File: config.mk
export PLATFORM = sky130hd
export DESIGN_NAME = reload_timer_with_prescaler
export DESIGN_NICKNAME = d
export VERILOG_FILES = /design/src/design/rtwp_pkg.sv /design/src/design/reload_timer_with_prescaler.sv /design/src/design/rtwp_tick.sv /design/src/design/rtwp_timer.sv
export VERILOG_INCLUDE_DIRS = /design/src /design/src/design
export SDC_FILE = /design/constraint.sdc
export NUM_CORES = 1
export LEC_CHECK = 0
export ABC_CLOCK_PERIOD_IN_PS = 4500
export BUFFER_PORTS_ARGS = -buffer_cell sky130_fd_sc_hd__buf_2
export CAP_MARGIN = 0
export CORE_MARGIN = 3
export CORE_UTILIZATION = 55
export CTS_CLUSTER_DIAMETER = 200
export CTS_CLUSTER_SIZE = 16
export DETAILED_ROUTE_END_ITERATION = 16
export PLACE_DENSITY = 0.82
export SLEW_MARGIN = 20
export SYNTH_ARGS = -nofsm -noshare
export SYNTH_HDL_FRONTEND = slang
export SYNTH_SLANG_ARGS = --single-unit
File: constraint.sdc
create_clock -name i_clk -period 4.5 [get_ports i_clk]
set_input_delay 0.9 -clock i_clk [delete_from_list [all_inputs] [get_ports i_clk]]
set_output_delay 0.9 -clock i_clk [all_outputs]
set_load 0.01 [all_outputs]
File: src/design/reload_timer_with_prescaler_macros.svh
// assertion macros shared by the reload timer modules
`ifndef RELOAD_TIMER_WITH_PRESCALER_MACROS_SVH
`define RELOAD_TIMER_WITH_PRESCALER_MACROS_SVH

// same-cycle implication, sampled on i_clk, off while i_rst_n is low
`define RTWP_ASSERT_SAME(label, ante, cons, msg) \
    label: assert property (@(posedge i_clk) disable iff (!i_rst_n) (ante) |-> (cons)) \
        else $error(msg);

// next-cycle implication, sampled on i_clk, off while i_rst_n is low
`define RTWP_ASSERT_NEXT(label, ante, cons, msg) \
    label: assert property (@(posedge i_clk) disable iff (!i_rst_n) (ante) |=> (cons)) \
        else $error(msg);

`endif

File: src/design/rtwp_pkg.sv
// types and constants for the reload timer with prescaler
package rtwp_pkg;

    localparam int COUNT_WIDTH = 32;
    localparam int FREE_WIDTH  = 64;
    localparam int DATA_WIDTH  = 32;
    localparam int CFG_IDX_WIDTH = 2;

    // request types
    localparam logic [1:0] REQ_TICK  = 2'd0;
    localparam logic [1:0] REQ_READ  = 2'd1;
    localparam logic [1:0] REQ_WRITE = 2'd2;

    // register addresses
    localparam logic [2:0] ADDR_COUNT   = 3'd0;
    localparam logic [2:0] ADDR_RELOAD  = 3'd1;
    localparam logic [2:0] ADDR_CONTROL = 3'd2;
    localparam logic [2:0] ADDR_FREE_LO = 3'd3;
    localparam logic [2:0] ADDR_FREE_HI = 3'd4;

    // control word bit positions
    localparam int CTL_ENABLE_BIT  = 0;
    localparam int CTL_RESTART_BIT = 1;
    localparam int CTL_IRQ_EN_BIT  = 2;
    localparam int CTL_PENDING_BIT = 4;

    // configuration register indexes
    localparam logic [CFG_IDX_WIDTH-1:0] CFG_PRESCALER_ON    = 2'd0;
    localparam logic [CFG_IDX_WIDTH-1:0] CFG_PRESCALE_DIVISOR = 2'd1;
    localparam logic [CFG_IDX_WIDTH-1:0] CFG_FREE_COUNTER_ON = 2'd2;

    typedef struct packed {
        logic                     we;
        logic [CFG_IDX_WIDTH-1:0] index;
        logic [DATA_WIDTH-1:0]    data;
    } t_cfg_wr;

    typedef struct packed {
        logic [1:0]            req_type;
        logic [2:0]            reg_addr;
        logic [DATA_WIDTH-1:0] write_data;
    } t_item;

    typedef struct packed {
        logic [COUNT_WIDTH-1:0] count;
        logic [COUNT_WIDTH-1:0] reload;
        logic                   enabled;
        logic                   restart;
        logic                   irq_en;
        logic                   pending;
    } t_timer_regs;

endpackage

File: src/design/reload_timer_with_prescaler.sv
// Reload timer with prescaler: a register-mapped down counter driven by raw clock ticks.
// Each transaction is a raw tick, a register read or a register write and yields exactly
// one result (read data, zero for ticks and writes, plus the interrupt line after the
// item). Throughput is one transaction per cycle unless the output stalls; the input
// register feeds the result register, with all state updated in the cycle between them.
// The result register decouples the two sides, so a new transaction is taken while a
// finished one waits. Timer state clears on reset with no clearing pass. Write
// configuration (prescaler on, divisor, free counter on) only while idle; not enforced.
`include "reload_timer_with_prescaler_macros.svh"

module reload_timer_with_prescaler (
    input  logic                                  i_clk,
    input  logic                                  i_rst_n,
    input  logic                                  i_cfg_we,
    input  logic [rtwp_pkg::CFG_IDX_WIDTH-1:0]    i_cfg_index,
    input  logic [rtwp_pkg::DATA_WIDTH-1:0]       i_cfg_wdata,
    input  logic                                  i_in_valid,
    output logic                                  o_in_stall,
    input  logic [1:0]                            i_req_type,
    input  logic [2:0]                            i_reg_addr,
    input  logic [rtwp_pkg::DATA_WIDTH-1:0]       i_write_data,
    output logic                                  o_out_valid,
    input  logic                                  i_out_stall,
    output logic [rtwp_pkg::DATA_WIDTH-1:0]       o_read_data,
    output logic                                  o_irq_line
);

    rtwp_pkg::t_cfg_wr                  cfg;
    rtwp_pkg::t_item                    r_item;
    rtwp_pkg::t_timer_regs              timer_regs;
    logic                               r_in_valid;
    logic                               r_out_valid;
    logic [rtwp_pkg::DATA_WIDTH-1:0]    r_read_data;
    logic [rtwp_pkg::DATA_WIDTH-1:0]    n_read_data;
    logic                               r_irq;
    logic                               irq_next;
    logic                               exec;
    logic                               in_accept;
    logic                               timer_tick;
    logic [rtwp_pkg::FREE_WIDTH-1:0]    free_count;
    logic [63:0]                        free_ext;

    assign cfg.we    = i_cfg_we;
    assign cfg.index = i_cfg_index;
    assign cfg.data  = i_cfg_wdata;

    // the held transaction executes when the result register is free or being drained
    assign exec       = r_in_valid && (!r_out_valid || !i_out_stall);
    assign o_in_stall = r_in_valid && !exec;
    assign in_accept  = i_in_valid && !o_in_stall;

    rtwp_tick u_tick (
        .i_clk        (i_clk),
        .i_rst_n      (i_rst_n),
        .i_cfg        (cfg),
        .i_tick_exec  (exec && r_item.req_type == rtwp_pkg::REQ_TICK),
        .o_timer_tick (timer_tick),
        .o_free_count (free_count)
    );

    rtwp_timer u_timer (
        .i_clk        (i_clk),
        .i_rst_n      (i_rst_n),
        .i_exec       (exec),
        .i_item       (r_item),
        .i_timer_tick (timer_tick),
        .o_regs       (timer_regs),
        .o_irq_next   (irq_next)
    );

    assign free_ext = 64'(free_count);

    always_comb begin
        n_read_data = '0;
        if (r_item.req_type == rtwp_pkg::REQ_READ) begin
            case (r_item.reg_addr)
                rtwp_pkg::ADDR_COUNT: begin
                    n_read_data = rtwp_pkg::DATA_WIDTH'(timer_regs.count);
                end
                rtwp_pkg::ADDR_RELOAD: begin
                    n_read_data = rtwp_pkg::DATA_WIDTH'(timer_regs.reload);
                end
                rtwp_pkg::ADDR_CONTROL: begin
                    n_read_data[rtwp_pkg::CTL_ENABLE_BIT]  = timer_regs.enabled;
                    n_read_data[rtwp_pkg::CTL_RESTART_BIT] = timer_regs.restart;
                    n_read_data[rtwp_pkg::CTL_IRQ_EN_BIT]  = timer_regs.irq_en;
                    n_read_data[rtwp_pkg::CTL_PENDING_BIT] = timer_regs.pending;
                end
                rtwp_pkg::ADDR_FREE_LO: begin
                    n_read_data = free_ext[31:0];
                end
                rtwp_pkg::ADDR_FREE_HI: begin
                    n_read_data = free_ext[63:32];
                end
                default: begin
                    n_read_data = '0;
                end
            endcase
        end
    end

    always_ff @(posedge i_clk) begin
        if (!i_rst_n) begin
            r_in_valid  <= 1'b0;
            r_out_valid <= 1'b0;
        end else begin
            if (in_accept) begin
                r_in_valid <= 1'b1;
            end else if (exec) begin
                r_in_valid <= 1'b0;
            end
            if (exec) begin
                r_out_valid <= 1'b1;
            end else if (!i_out_stall) begin
                r_out_valid <= 1'b0;
            end
        end
    end

    always_ff @(posedge i_clk) begin
        if (in_accept) begin
            r_item.req_type   <= i_req_type;
            r_item.reg_addr   <= i_reg_addr;
            r_item.write_data <= i_write_data;
        end
        if (exec) begin
            r_read_data <= n_read_data;
            r_irq       <= irq_next;
        end
    end

    assign o_out_valid = r_out_valid;
    assign o_read_data = r_read_data;
    assign o_irq_line  = r_irq;

    `RTWP_ASSERT_NEXT(a_exec_fills_result, exec, r_out_valid,
        "executed transaction produced no result")
    `RTWP_ASSERT_SAME(a_stall_only_when_full, o_in_stall,
        r_in_valid && r_out_valid && i_out_stall,
        "input stalled while the pipeline could advance")

endmodule

File: src/design/rtwp_tick.sv
// prescaler, free-running tick counter and configuration registers
`include "reload_timer_with_prescaler_macros.svh"

module rtwp_tick (
    input  logic                            i_clk,
    input  logic                            i_rst_n,
    input  rtwp_pkg::t_cfg_wr               i_cfg,
    input  logic                            i_tick_exec,
    output logic                            o_timer_tick,
    output logic [rtwp_pkg::FREE_WIDTH-1:0] o_free_count
);

    logic                               r_prescaler_on;
    logic [rtwp_pkg::DATA_WIDTH-1:0]    r_divisor;
    logic                               r_free_on;
    logic [rtwp_pkg::DATA_WIDTH-1:0]    r_prescale_count;
    logic [rtwp_pkg::DATA_WIDTH-1:0]    n_prescale_count;
    logic [rtwp_pkg::FREE_WIDTH-1:0]    r_free_count;
    logic [rtwp_pkg::FREE_WIDTH-1:0]    n_free_count;
    logic                               prescale_hit;

    // compare is >= so a lowered divisor fires on the next raw tick
    assign prescale_hit = r_prescale_count >= r_divisor;
    assign o_timer_tick = i_tick_exec && r_prescaler_on && prescale_hit;
    assign o_free_count = r_free_count;

    always_comb begin
        n_prescale_count = r_prescale_count;
        n_free_count     = r_free_count;
        if (i_tick_exec) begin
            if (r_free_on) begin
                n_free_count = r_free_count + 1'b1;
            end
            if (r_prescaler_on) begin
                if (prescale_hit) begin
                    n_prescale_count = '0;
                end else begin
                    n_prescale_count = r_prescale_count + 1'b1;
                end
            end
        end
    end

    always_ff @(posedge i_clk) begin
        if (!i_rst_n) begin
            r_prescaler_on   <= 1'b0;
            r_divisor        <= '0;
            r_free_on        <= 1'b0;
            r_prescale_count <= '0;
            r_free_count     <= '0;
        end else begin
            r_prescale_count <= n_prescale_count;
            r_free_count     <= n_free_count;
            if (i_cfg.we) begin
                case (i_cfg.index)
                    rtwp_pkg::CFG_PRESCALER_ON: begin
                        r_prescaler_on <= i_cfg.data[0];
                    end
                    rtwp_pkg::CFG_PRESCALE_DIVISOR: begin
                        r_divisor <= i_cfg.data;
                    end
                    rtwp_pkg::CFG_FREE_COUNTER_ON: begin
                        r_free_on <= i_cfg.data[0];
                    end
                    default: begin
                    end
                endcase
            end
        end
    end

    `RTWP_ASSERT_NEXT(a_prescale_hold_when_off, !r_prescaler_on, $stable(r_prescale_count),
        "prescale count moved while prescaler off")
    `RTWP_ASSERT_NEXT(a_free_hold_when_off, !r_free_on, $stable(r_free_count),
        "free counter moved while disabled")

endmodule

File: src/design/rtwp_timer.sv
// down counter, reload value and control/status bits
`include "reload_timer_with_prescaler_macros.svh"

module rtwp_timer (
    input  logic                  i_clk,
    input  logic                  i_rst_n,
    input  logic                  i_exec,
    input  rtwp_pkg::t_item       i_item,
    input  logic                  i_timer_tick,
    output rtwp_pkg::t_timer_regs o_regs,
    output logic                  o_irq_next
);

    rtwp_pkg::t_timer_regs r_regs;
    rtwp_pkg::t_timer_regs n_regs;

    assign o_regs     = r_regs;
    assign o_irq_next = n_regs.pending && n_regs.irq_en;

    always_comb begin
        n_regs = r_regs;
        if (i_timer_tick && r_regs.enabled) begin
            if (r_regs.count > rtwp_pkg::COUNT_WIDTH'(1)) begin
                n_regs.count = r_regs.count - 1'b1;
            end else begin
                n_regs.pending = 1'b1;
                if (r_regs.restart) begin
                    n_regs.count = r_regs.reload;
                end else begin
                    n_regs.count   = '0;
                    n_regs.enabled = 1'b0;
                end
            end
        end else if (i_exec && i_item.req_type == rtwp_pkg::REQ_WRITE) begin
            case (i_item.reg_addr)
                rtwp_pkg::ADDR_COUNT: begin
                    n_regs.count = i_item.write_data[rtwp_pkg::COUNT_WIDTH-1:0];
                end
                rtwp_pkg::ADDR_RELOAD: begin
                    n_regs.reload = i_item.write_data[rtwp_pkg::COUNT_WIDTH-1:0];
                end
                rtwp_pkg::ADDR_CONTROL: begin
                    n_regs.enabled = i_item.write_data[rtwp_pkg::CTL_ENABLE_BIT];
                    n_regs.restart = i_item.write_data[rtwp_pkg::CTL_RESTART_BIT];
                    n_regs.irq_en  = i_item.write_data[rtwp_pkg::CTL_IRQ_EN_BIT];
                    // pending is write-zero-to-clear
                    if (!i_item.write_data[rtwp_pkg::CTL_PENDING_BIT]) begin
                        n_regs.pending = 1'b0;
                    end
                end
                default: begin
                end
            endcase
        end
    end

    always_ff @(posedge i_clk) begin
        if (!i_rst_n) begin
            r_regs <= '0;
        end else begin
            r_regs <= n_regs;
        end
    end

    `RTWP_ASSERT_NEXT(a_one_shot_expiry,
        i_timer_tick && r_regs.enabled && !r_regs.restart
            && r_regs.count <= rtwp_pkg::COUNT_WIDTH'(1),
        !r_regs.enabled && r_regs.pending && r_regs.count == '0,
        "one-shot expiry did not stop the timer")
    `RTWP_ASSERT_NEXT(a_read_no_side_effect,
        i_exec && i_item.req_type == rtwp_pkg::REQ_READ,
        $stable(r_regs),
        "register read changed timer state")

endmodule
* Word-level counts from Yosys, hierarchy flattened *
Cells that the tools add are included.
Widths: inputs -> output; s select.

cells by class
  $add $sub $neg = 3
  multipliers = 0
  divide/modulo/power cells = 0
  order comparisons = 2
  equal/unequal tests = 11
  shifts and indexed selects = 0
  muxes and demuxes = 23
  bitwise gates (word level) = 1
  reduce and logical (&&, ||, !) cells = 30

operators with widths
  cell                   count
  $mux 32                6
  $pmux 27 s4            1
  $mux 68                1
  $add 64x1->64 const B  1
  $add 32x1->32 const B  1
  $ge 32x32->1           1
  $gt 32x1->1 const B    1
  $sub 32x1->32 const B  1
  $pmux 3 s5             1
  $reduce_and 2->1       6
  $mux 1                 11
  $logic_and 1x1->1      9
  $reduce_bool 2->1      4
  $eq 3x2->1 const B     2
  $reduce_and 3->1       2
  $pmux 1 s5             1
  $eq 2x1->1 const B     2
  $eq 2x2->1 const B     2
  $logic_not 1->1        4
  $logic_not 2->1        2
  $mux 4                 1
  $ne 2x2->1 const B     2
  $pmux 1 s4             1
  $reduce_and 4->1       1
  6 further kinds        6

storage, ports and cells
  register bits after elaboration = 270
  latch bits = 0
  memory bits (writable) = 0
  memory bits (read-only) = 0
  input bits = 76
  output and inout port bits = 35
  memories = 0

* Depth between registers and ports, before layout *
Gate-level depths: netlist of run 1.

  depth in word-level cells = 9
  mapped depth = 11
  gate-level depth less buffers = 9

* By module *
A second synthesis of run 1 with hierarchy kept.

second synthesis, totals
  cell total of the unflattened synthesis = 1503
  area, all modules = 13503.0 um^2

by module, submodules not included
  module                       times used  cells an instance  area an instance (um^2)  sequential area each (um^2)
  rtwp_tick                    1           776                6342.3                   2602.5
  rtwp_timer                   1           483                3659.8                   1361.3
  reload_timer_with_prescaler  1           244                3500.9                   2142.1

* Worst setup path after synthesis of run 1 *
Ideal clock, no wire load.

  path kind = input-to-reg
  from = in i_out_stall
  to = reg u_tick.r_free_count, in the netlist u_tick.o_free_count[61]
  setup time = 0.128 ns
  arrival time = 3.564 ns
  data required time = 4.372 ns
  path slack = 0.809 ns
  cell stages on the path = 9
  path buffers = 1
  cells stage by stage = a21bo_2 inv_1 and4_1 clkbuf_1 nand4_1 or4_1 nor4_1 xnor2_1 nor2_1

on the way
  longest elaborated chain between the ends = 5

ends and longest elaborated chain
  element                     line                               text
  start: declaration          reload_timer_with_prescaler.sv:23  input logic i_out_stall,
  $logic_not 1->1             n/a
  $logic_or 1x1->1            reload_timer_with_prescaler.sv:48  assign exec = r_in_valid && (!r_out_valid || !i_out_stall);
  $logic_and 1x1->1           reload_timer_with_prescaler.sv:48
  via exec                    reload_timer_with_prescaler.sv:37  logic exec;
  $logic_and 1x1->1           reload_timer_with_prescaler.sv:56  .i_tick_exec (exec && r_item.req_type == rtwp_pkg::REQ_TICK),
  $reduce_and 2->1 (no line)  n/a
  end signal: assignment      rtwp_tick.sv:53                    r_free_count <= n_free_count;
  end: declaration            rtwp_tick.sv:18                    logic [rtwp_pkg::FREE_WIDTH-1:0] r_free_count;

The timed path passes the listed nets, and every way through them passes these cells.
A chain may end at the register's enable or synchronous reset.

* Worst setup path after layout of run 1 *
  from = reg u_timer.r_regs, in the netlist u_timer.o_regs[60]
  to = reg u_timer.r_regs, in the netlist u_timer.o_regs[39]

on the way
  longest elaborated chain between the ends = 3

ends and longest elaborated chain
  element                   line              text
  start: declaration        rtwp_timer.sv:14  rtwp_pkg::t_timer_regs r_regs;
  start signal: assignment  rtwp_timer.sv:61  r_regs <= n_regs;
  $gt 32x1->1               rtwp_timer.sv:23  if (r_regs.count > rtwp_pkg::COUNT_WIDTH'(1)) begin
  $mux 32                   rtwp_timer.sv:23
  $mux 32                   rtwp_timer.sv:22  if (i_timer_tick && r_regs.enabled) begin

Every way passes these cells.

==> results.py, run 1 <==
metrics = {
    "critical_path": {
        "critical_path_required_ns": 4.93,
        "crit_path_start_kind": "flip-flop",
        "critPathKind": "reg -> reg",
        "worst-r2r-setup-slack_ns": 1.28,
        "arrival_ns": 3.65,
        "worst-path-max-fanout": 25,
        "crit_path_end_kind": "flip-flop",
        "reg2regPathDepth": 7,
    },
    "power_and_ir_drop": {
        "leakagePower_nw": 5.033,
        "power.share.clock_pct": 37.6,
        "switchingPower_mw": 1.033,
        "power_switching_share_pct": 22.72,
        "vdd_ir_drop_max_mv": 0.3344,
        "power_frac_comb_pct": 6.0,
        "p_per_area_mw_per_mm2": 318.0,
        "intPower_mw": 3.515,
        "seq_power_share_pct": 56.4,
    },
    "floorplan": {
        "fp.dieArea_sq_mm": 0.02534,
        "start_util_pct": 56.50,
        "dieWidth_microns": 159.2,
        "die_y_microns": 159.2,
        "i_o_pin_count": 111,
        "rows": 55,
        "core_area_sq_mm": 0.02285,
    },
    "sta": {
        "finalWorstPathRequiredPeriod_ns": 3.223,
        "clock-skew-final_ns": 0.01635,
        "final.setup.tns_ns": 0,
        "worst_slew_pin_slew_ns": 1.048,
        "timing.final.crit_share_pct": 71.62,
        "timing_hold_violations_final": 0,
        "slew_violations": 0,
        "rsz0062_at_grt": "no",
        "setup-violations-final": 0,
        "timing.fmax_ghz": 0.3103,
        "max_slew_margin_pct": 29.99,
    },
    "job": {
        "max_cap_violations": 0,
    },
    "routing": {
        "routed_wl_mm": 31.61,
        "drt-vias-per-instance": 5.963,
        "drt_pass1_iterations": 6,
        "drc": 0,
        "drtAntennaViolNets": 0,
        "vias": 11080,
        "avgRoutedWirePerCell_microns": 17.01,
        "detail_route.iter0.violations": 1110,
    },
    "logic_synthesis": {
        "synthesized_nets": 1584,
        "post_synth_instance_area_sq_mm": 0.01291,
        "yosys_register_bits": 270,
        "dominantRegCellSynth": "dfxtp_1",
        "post_synth_most_frequent_cells": "nand2_1 (218), dfxtp_1 (200), a21oi_1 (154), nor2_1 (131), clkbuf_1 (81)",
        "ys_top_cells_by_area": "dfxtp_1 (31%), edfxtp_1 (16%), nand2_1 (6.3%)",
        "netlist.area_leader.share_pct": 31.02,
        "mapped_cells": 1472,
        "synthDominantAreaCellType": "dfxtp_1",
        "synth_sequential_area_ratio_pct": 47.30,
        "synth-warning-count": 0,
        "synthDistinctLibCells": 64,
        "ys_async_sr_fraction_pct": 0,
        "avg_inst_size_synth_sq_um": 8.769,
        "yosysMostFrequentCell": "nand2_1",
        "number_of_synthesized_flops_with_an_enable_pin": 70,
    },
    "global_route": {
        "grt_pass1_vias": 10340,
        "grt_pass1_wl_mm": 51.58,
        "grt_start_max_net_pins": 87,
        "groute.usage.overall_pct": 24.06,
        "globalRoute.totalOverflow": 0,
        "initial_antenna_violation_count": 0,
    },
    "final_layout": {
        "register_area_sq_mm": 0.006106,
        "filler_cell_count": 1935,
        "antenna_cells": 0,
        "design_area_sq_mm": 0.01430,
        "fin_nets": 1644,
        "finalCoreUtilization_pct": 62.60,
        "post_route_cells_drive_above_1_share_pct": 11.13,
        "syn_to_final_growth_pct": 10.79,
        "area_occupied_by_multi_input_gates_sq_mm": 0.006315,
    },
    "cts": {
        "cts_buffers": 20,
        "clk_pin_slew_ns": 0.07,
        "hold_fix_buffers_at_cts": 0,
        "cts_htree_levels": 1,
        "tritoncts": "done",
        "clock-root-buffer": "clkbuf_16",
        "cts.repair_timing.setup_buffer_count": 0,
        "clockBufferDepth": 3,
        "clkLatencyLatePin_ns": 0.51,
        "ctsResizeCount": 0,
        "clock-sinks": 270,
    },
    "min_path": {
        "hold_path.class": "reg -> reg",
        "worstHoldPathCells": 2,
    },
    "placed_design": {
        "post_dp_cell_area_sq_mm": 0.01368,
        "globalplace.congestion": 0.9173,
        "portBuffers": 110,
        "post-dp-hpwl_mm": 21.86,
    },
    "status": {
        "status": "complete, no violations",
    },
}
==> final cells by class <==
cell class	instances	area share, %
Clock buffer	35	4.112
Inverter	52	1.382
Multi-Input combinational cell	1062	44.16
Sequential cell	270	42.69
Tap cell	313	2.738
Timing Repair Buffer	126	4.917
==> logic make-up (layout without fill, tap and decap cells) <==
logic type / count (synthesis) / after routing / synth area share [%]
multiplexers: 9 / 9 / 0.7076
XOR/XNOR: 106 / 106 / 7.192
AO/OA/AOI/OAI: 312 / 312 / 14.94
adder cells (fa/ha/maj): 36 / 36 / 3.489
flip-flops: 270 / 270 / 47.30
AND/OR/NAND/NOR: 599 / 599 / 22.16
buffers and inverters: 140 / 213 / 4.216
==> power by group through the flow <==
stage                     Clock, mW  Combinational (mW)  Sequential [mW]
after CTS                      1.74               0.271             2.56
final                          1.71               0.273             2.56
after global routing           1.84               0.301             2.57
after detailed placement          0               0.270             2.62
after global placement            0               0.263             2.62
after floorplan                   0               0.171             2.62
==> cell usage in the layout, fill, tap and decap left out, types with 4 or more instances in the layout <==
cell type    n
a211o_1     18
a211oi_1     5
a21oi_1    154
a22oi_1     60
a31oi_1     23
and2_1       6
and3_1      27
and4_1      12
buf_2      110
buf_4       14
clkbuf_1    13
clkbuf_16   21
dfxtp_1    200
edfxtp_1    70
ha_1        36
inv_1       51
mux2i_1      8
nand2_1    216
nand2b_1     6
nand3_1     71
nand4_1     41
nor2_1     131
nor3_1      17
nor3b_1      4
nor4_1      16
o21ai_0     21
o31ai_1      4
or3_1       22
or4_1        6
xnor2_1     47
xor2_1      59
==> layer usage <==
metal  track usage (%)  part of all wire [%]  vias to the layer above
met5                 0                     0                        -
met4             7.998                   3.1                        0
met3             3.590                   7.6                       81
met2             38.78                    46                      466
met1             33.47                    43                     5200
li1                  -                     -                     5333
==> state kept, by name (all words and copies together) (netlist names) <==
name and count:
o_irq_line 1, u_tick.r_divisor 32, o_out_valid 1, u_tick.r_free_on 1, o_read_data 32, u_tick.o_free_count 64
r_in_valid 1, r_item 37, u_tick.r_prescale_count 32, u_tick.r_prescaler_on 1, u_timer.o_regs 68
==> worst paths after layout <==
| check | endpoint | start |
|---|---|---|
| worst min-delay path | u_tick.r_divisor[5] | u_tick.r_divisor[5] |
| worst max register to register | u_timer.o_regs[39] | u_timer.o_regs[60] |
| worst min register to register | u_tick.r_divisor[5] | u_tick.r_divisor[5] |
| worst max-delay path | u_timer.o_regs[39] | u_timer.o_regs[60] |
==> critical path: stages, from the launching register on <==
cell     delay [ns]
dfxtp_1        0.38
or4_4          0.57
or3_1          0.45
nor4_4         0.52
nand2_2        0.42
buf_4          0.36
a211o_1        0.27
a31oi_1        0.17
==> metrics by stage <==
| stage | cells | hold slack [ns] | power, mW | worst slack, ns |
|---|---|---|---|---|
| finish | 1858 | 0.4537 | 4.548 | 1.277 |
| global route | 1858 | 0.4722 | 4.707 | 1.095 |
| CTS | 1857 | 0.4578 | 4.577 | 1.093 |
| detailed placement | 1822 | 0.4496 | 2.889 | 1.109 |
| global placement | 1822 | 0.4440 | 2.882 | 1.188 |
| floorplan | 1472 | 0.4363 | 2.786 | 0.8088 |
Power figures use the tool's default switching activity.
==> run 2: changes to the inputs <==
--- a/config.mk
+++ b/config.mk
@@ -6,7 +6,8 @@
 export SDC_FILE = /design/constraint.sdc
 export NUM_CORES = 1
 export LEC_CHECK = 0
-export ABC_CLOCK_PERIOD_IN_PS = 4500
+export ABC_AREA = 1
+export ABC_CLOCK_PERIOD_IN_PS = 2700
 export BUFFER_PORTS_ARGS = -buffer_cell sky130_fd_sc_hd__buf_2
 export CAP_MARGIN = 0
 export CORE_MARGIN = 3
@@ -14,7 +15,7 @@
 export CTS_CLUSTER_DIAMETER = 200
 export CTS_CLUSTER_SIZE = 16
 export DETAILED_ROUTE_END_ITERATION = 16
-export PLACE_DENSITY = 0.82
+export PLACE_DENSITY = 0.85
 export SLEW_MARGIN = 20
 export SYNTH_ARGS = -nofsm -noshare
 export SYNTH_HDL_FRONTEND = slang
==> constraint.sdc (replaced) <==
create_clock -name i_clk -period 2.7 [get_ports i_clk]
set_input_delay 0.54 -clock i_clk [delete_from_list [all_inputs] [get_ports i_clk]]
set_output_delay 0.54 -clock i_clk [all_outputs]
set_load 0.01 [all_outputs]
==> run 2 against run 1 <==
Sequential power is 66% higher. Synthesized cell count increased by 38%. Clock power increased by 69%. Register-to-register slack lost 1.0 ns. Clock skew is 0.0083 ns lower. Count of clock-buffer cells in the layout down 2. Core utilization is 0.52 points higher. Setup slack lost 1.0 ns. Fmax increased by 32%. Combinational power is 110% higher.
==> results.py, run 2 <==
metrics = {
    "logic_synthesis": {
        "avg_inst_size_synth_sq_um": 7.203,
        "post_synth_instance_area_sq_mm": 0.01459,
        "netlist.area_leader.share_pct": 27.45,
        "ys_top_cells_by_area": "dfxtp_1 (27%), edfxtp_1 (14%), nand2_1 (11%)",
        "yosys_register_bits": 270,
        "ys_async_sr_fraction_pct": 0,
        "dominantRegCellSynth": "dfxtp_1",
        "post_synth_most_frequent_cells": "nand2_1 (440), inv_1 (257), nor2_1 (244), dfxtp_1 (200), a21oi_1 (138)",
        "yosysMostFrequentCell": "nand2_1",
        "synth-warning-count": 0,
        "synthDistinctLibCells": 47,
        "mapped_cells": 2025,
        "synth_sequential_area_ratio_pct": 41.86,
        "number_of_synthesized_flops_with_an_enable_pin": 70,
        "synthesized_nets": 2137,
        "synthDominantAreaCellType": "dfxtp_1",
    },
    "critical_path": {
        "crit_path_start_kind": "flip-flop",
        "critical_path_required_ns": 3.07,
        "timing.rr.start": "u_tick.r_prescale_count[7]",
        "crit_path_end_kind": "flip-flop",
        "reg2reg_to": "o_irq_line",
        "worst-path-max-fanout": 30,
        "worst-r2r-setup-slack_ns": 0.25,
        "critPathKind": "reg -> reg",
        "arrival_ns": 2.82,
        "reg2regPathDepth": 16,
    },
    "floorplan": {
        "core_area_sq_mm": 0.02562,
        "dieWidth_microns": 168.9,
        "rows": 58,
        "i_o_pin_count": 111,
        "start_util_pct": 56.94,
        "die_y_microns": 168.9,
        "fp.dieArea_sq_mm": 0.02851,
    },
    "status": {
        "status": "complete, no violations",
    },
    "cts": {
        "clkLatencyLatePin_ns": 0.52,
        "clk_pin_slew_ns": 0.07,
        "cts.repair_timing.setup_buffer_count": 0,
        "clock-sinks": 270,
        "clock-root-buffer": "clkbuf_16",
        "cts_htree_levels": 1,
        "clockBufferDepth": 3,
        "tritoncts": "done",
        "cts_buffers": 20,
    },
    "routing": {
        "drc": 0,
        "routed_wl_mm": 42.43,
        "drt_pass1_iterations": 7,
        "avgRoutedWirePerCell_microns": 17.25,
        "vias": 14120,
        "drtAntennaViolNets": 0,
        "drt-vias-per-instance": 5.741,
        "detail_route.iter0.violations": 1751,
    },
    "global_route": {
        "globalRoute.totalOverflow": 0,
        "groute.usage.overall_pct": 29.11,
        "grt_pass1_vias": 12870,
        "grt_start_max_net_pins": 60,
        "global_route.usage.met1_pct": 41.34,
        "use_met2_pct": 45.56,
        "global_route.peak_usage_layer": "met2",
        "grt_pass1_wl_mm": 67.79,
        "use_met3_pct": 4.180,
        "initial_antenna_violation_count": 0,
    },
    "final_layout": {
        "max_ffs_per_register": 68,
        "antenna_cells": 0,
        "finalCoreUtilization_pct": 63.12,
        "fin_nets": 2231,
        "filler_cell_count": 2223,
        "syn_to_final_growth_pct": 10.85,
        "final_common_cell": "nand2_1",
        "post_route_cells_drive_above_1_share_pct": 10.75,
        "most-common-layout-cells": "nand2_1 (439), inv_1 (257), nor2_1 (243), dfxtp_1 (200), a21oi_1 (138)",
    },
    "sta": {
        "rsz0062_at_grt": "no",
        "worst_slew_pin_slew_ns": 0.7069,
        "clock-skew-final_ns": 0.007999,
        "slew_violations": 0,
        "max_slew_margin_pct": 52.44,
        "final.setup.tns_ns": 0,
        "timing.final.crit_share_pct": 90.70,
        "setup-violations-final": 0,
        "finalWorstPathRequiredPeriod_ns": 2.449,
        "timing_hold_violations_final": 0,
        "timing.fmax_ghz": 0.4083,
    },
    "placed_design": {
        "portBuffers": 110,
        "globalplace.congestion": 1.027,
        "post-dp-hpwl_mm": 31.75,
    },
    "power_and_ir_drop": {
        "leakagePower_nw": 6.681,
        "p_per_area_mw_per_mm2": 477.6,
        "vdd_ir_drop_max_mv": 0.6501,
    },
    "min_path": {
        "worstHoldPathCells": 1,
        "hold_end": "r_item[22]",
        "hold_path.class": "in -> reg",
        "holdCritStartpoint": "i_write_data[22]",
    },
    "job": {
        "max_cap_violations": 0,
    },
}
-- run 2: cell count changes in the layout (fill, tap and decap cells not counted), sizes merged, moves of 58 or more --
cell / before / now
a22oi: 60 / 0
nand2: 219 / 457
nor3: 19 / 77
nand3: 72 / 131
inv: 52 / 271
o21ai: 22 / 106
nor2: 132 / 263
-- run 2: worst max-delay path by stage --
stage	from	to	slack (ns)	cells past startpoint
after CTS	u_tick.r_prescale_count[7]	o_irq_line	0.20	16
final	u_tick.r_prescale_count[7]	o_irq_line	0.25	16
after global placement	u_tick.r_prescale_count[7]	o_irq_line	0.31	16
after detailed placement	u_tick.r_prescale_count[7]	o_irq_line	0.24	16
after global routing	u_tick.r_prescale_count[7]	o_irq_line	0.04	16
after floorplan	i_out_stall	u_tick.r_prescale_count[19]	0.32	14
-- run 2: cells by family after synthesis --
family / after synthesis / share of synthesized area (%)
compound gates: 328 / 12.68
xor+xnor: 55 / 3.302
fa+ha+maj: 36 / 3.088
buf+inv: 344 / 9.178
flops: 270 / 41.86
simple gates: 992 / 29.89
-- run 2: timing repair --
item	CTS	global route
endpoints found under the setup margin	0	1
hold buffers	0	0
gates resized for setup	0	1
-- run 2: worst max-delay path: stages (launching register included) --
cell and delay (ns):
dfxtp_1 0.38, ha_1 0.32, nand2_1 0.06, inv_1 0.07
nand2_1 0.08, nor2_1 0.11, nor2_1 0.05, nand2_1 0.07
nand2_1 0.05, nand2_1 0.08, nand2_1 0.05, nand2_1 0.21
nand2_2 0.15, nor2_2 0.15, buf_12 0.21, o21ai_1 0.11
a21oi_1 0.13
-- run 2: routing by layer --
metal  part of all wire (%)  routed length [microns]
met1                     42                    17810
met2                     44                    18680
met4                    4.2                     1777
met3                    9.8                     4164
met5                      0                        0
-- run 2: area by class of cell --
class,instances,area [sq um],share of cell area (%)
well taps,330,412.9,2.554
multi-input cells,1411,7147,44.20
clock buffers,33,580.6,3.590
repair buffers,143,898.4,5.556
inverters,273,1025,6.338
flip-flops and latches,270,6106,37.76
-- run 2: where the power goes --
part / internal (mW) / switching (mW)
clock network: 1.47 / 1.42
registers: 4.23 / 0.0330
logic: 0.187 / 0.383
-- run 2: stage by stage --
| step | power (mW) | worst slack (ns) | instances | hold slack, ns | area [sq um] |
|---|---|---|---|---|---|
| after floorplan | 4.703 | 0.3230 | 2025 | 0.4331 | 14590 |
| after global placement | 4.894 | 0.3110 | 2427 | 0.4467 | 15590 |
| after detailed placement | 4.915 | 0.2384 | 2427 | 0.4535 | 15590 |
| after CTS | 7.745 | 0.2000 | 2460 | 0.1801 | 16170 |
| after global routing | 7.969 | 0.03577 | 2460 | 0.1817 | 16170 |
| final | 7.723 | 0.2510 | 2460 | 0.1920 | 16170 |
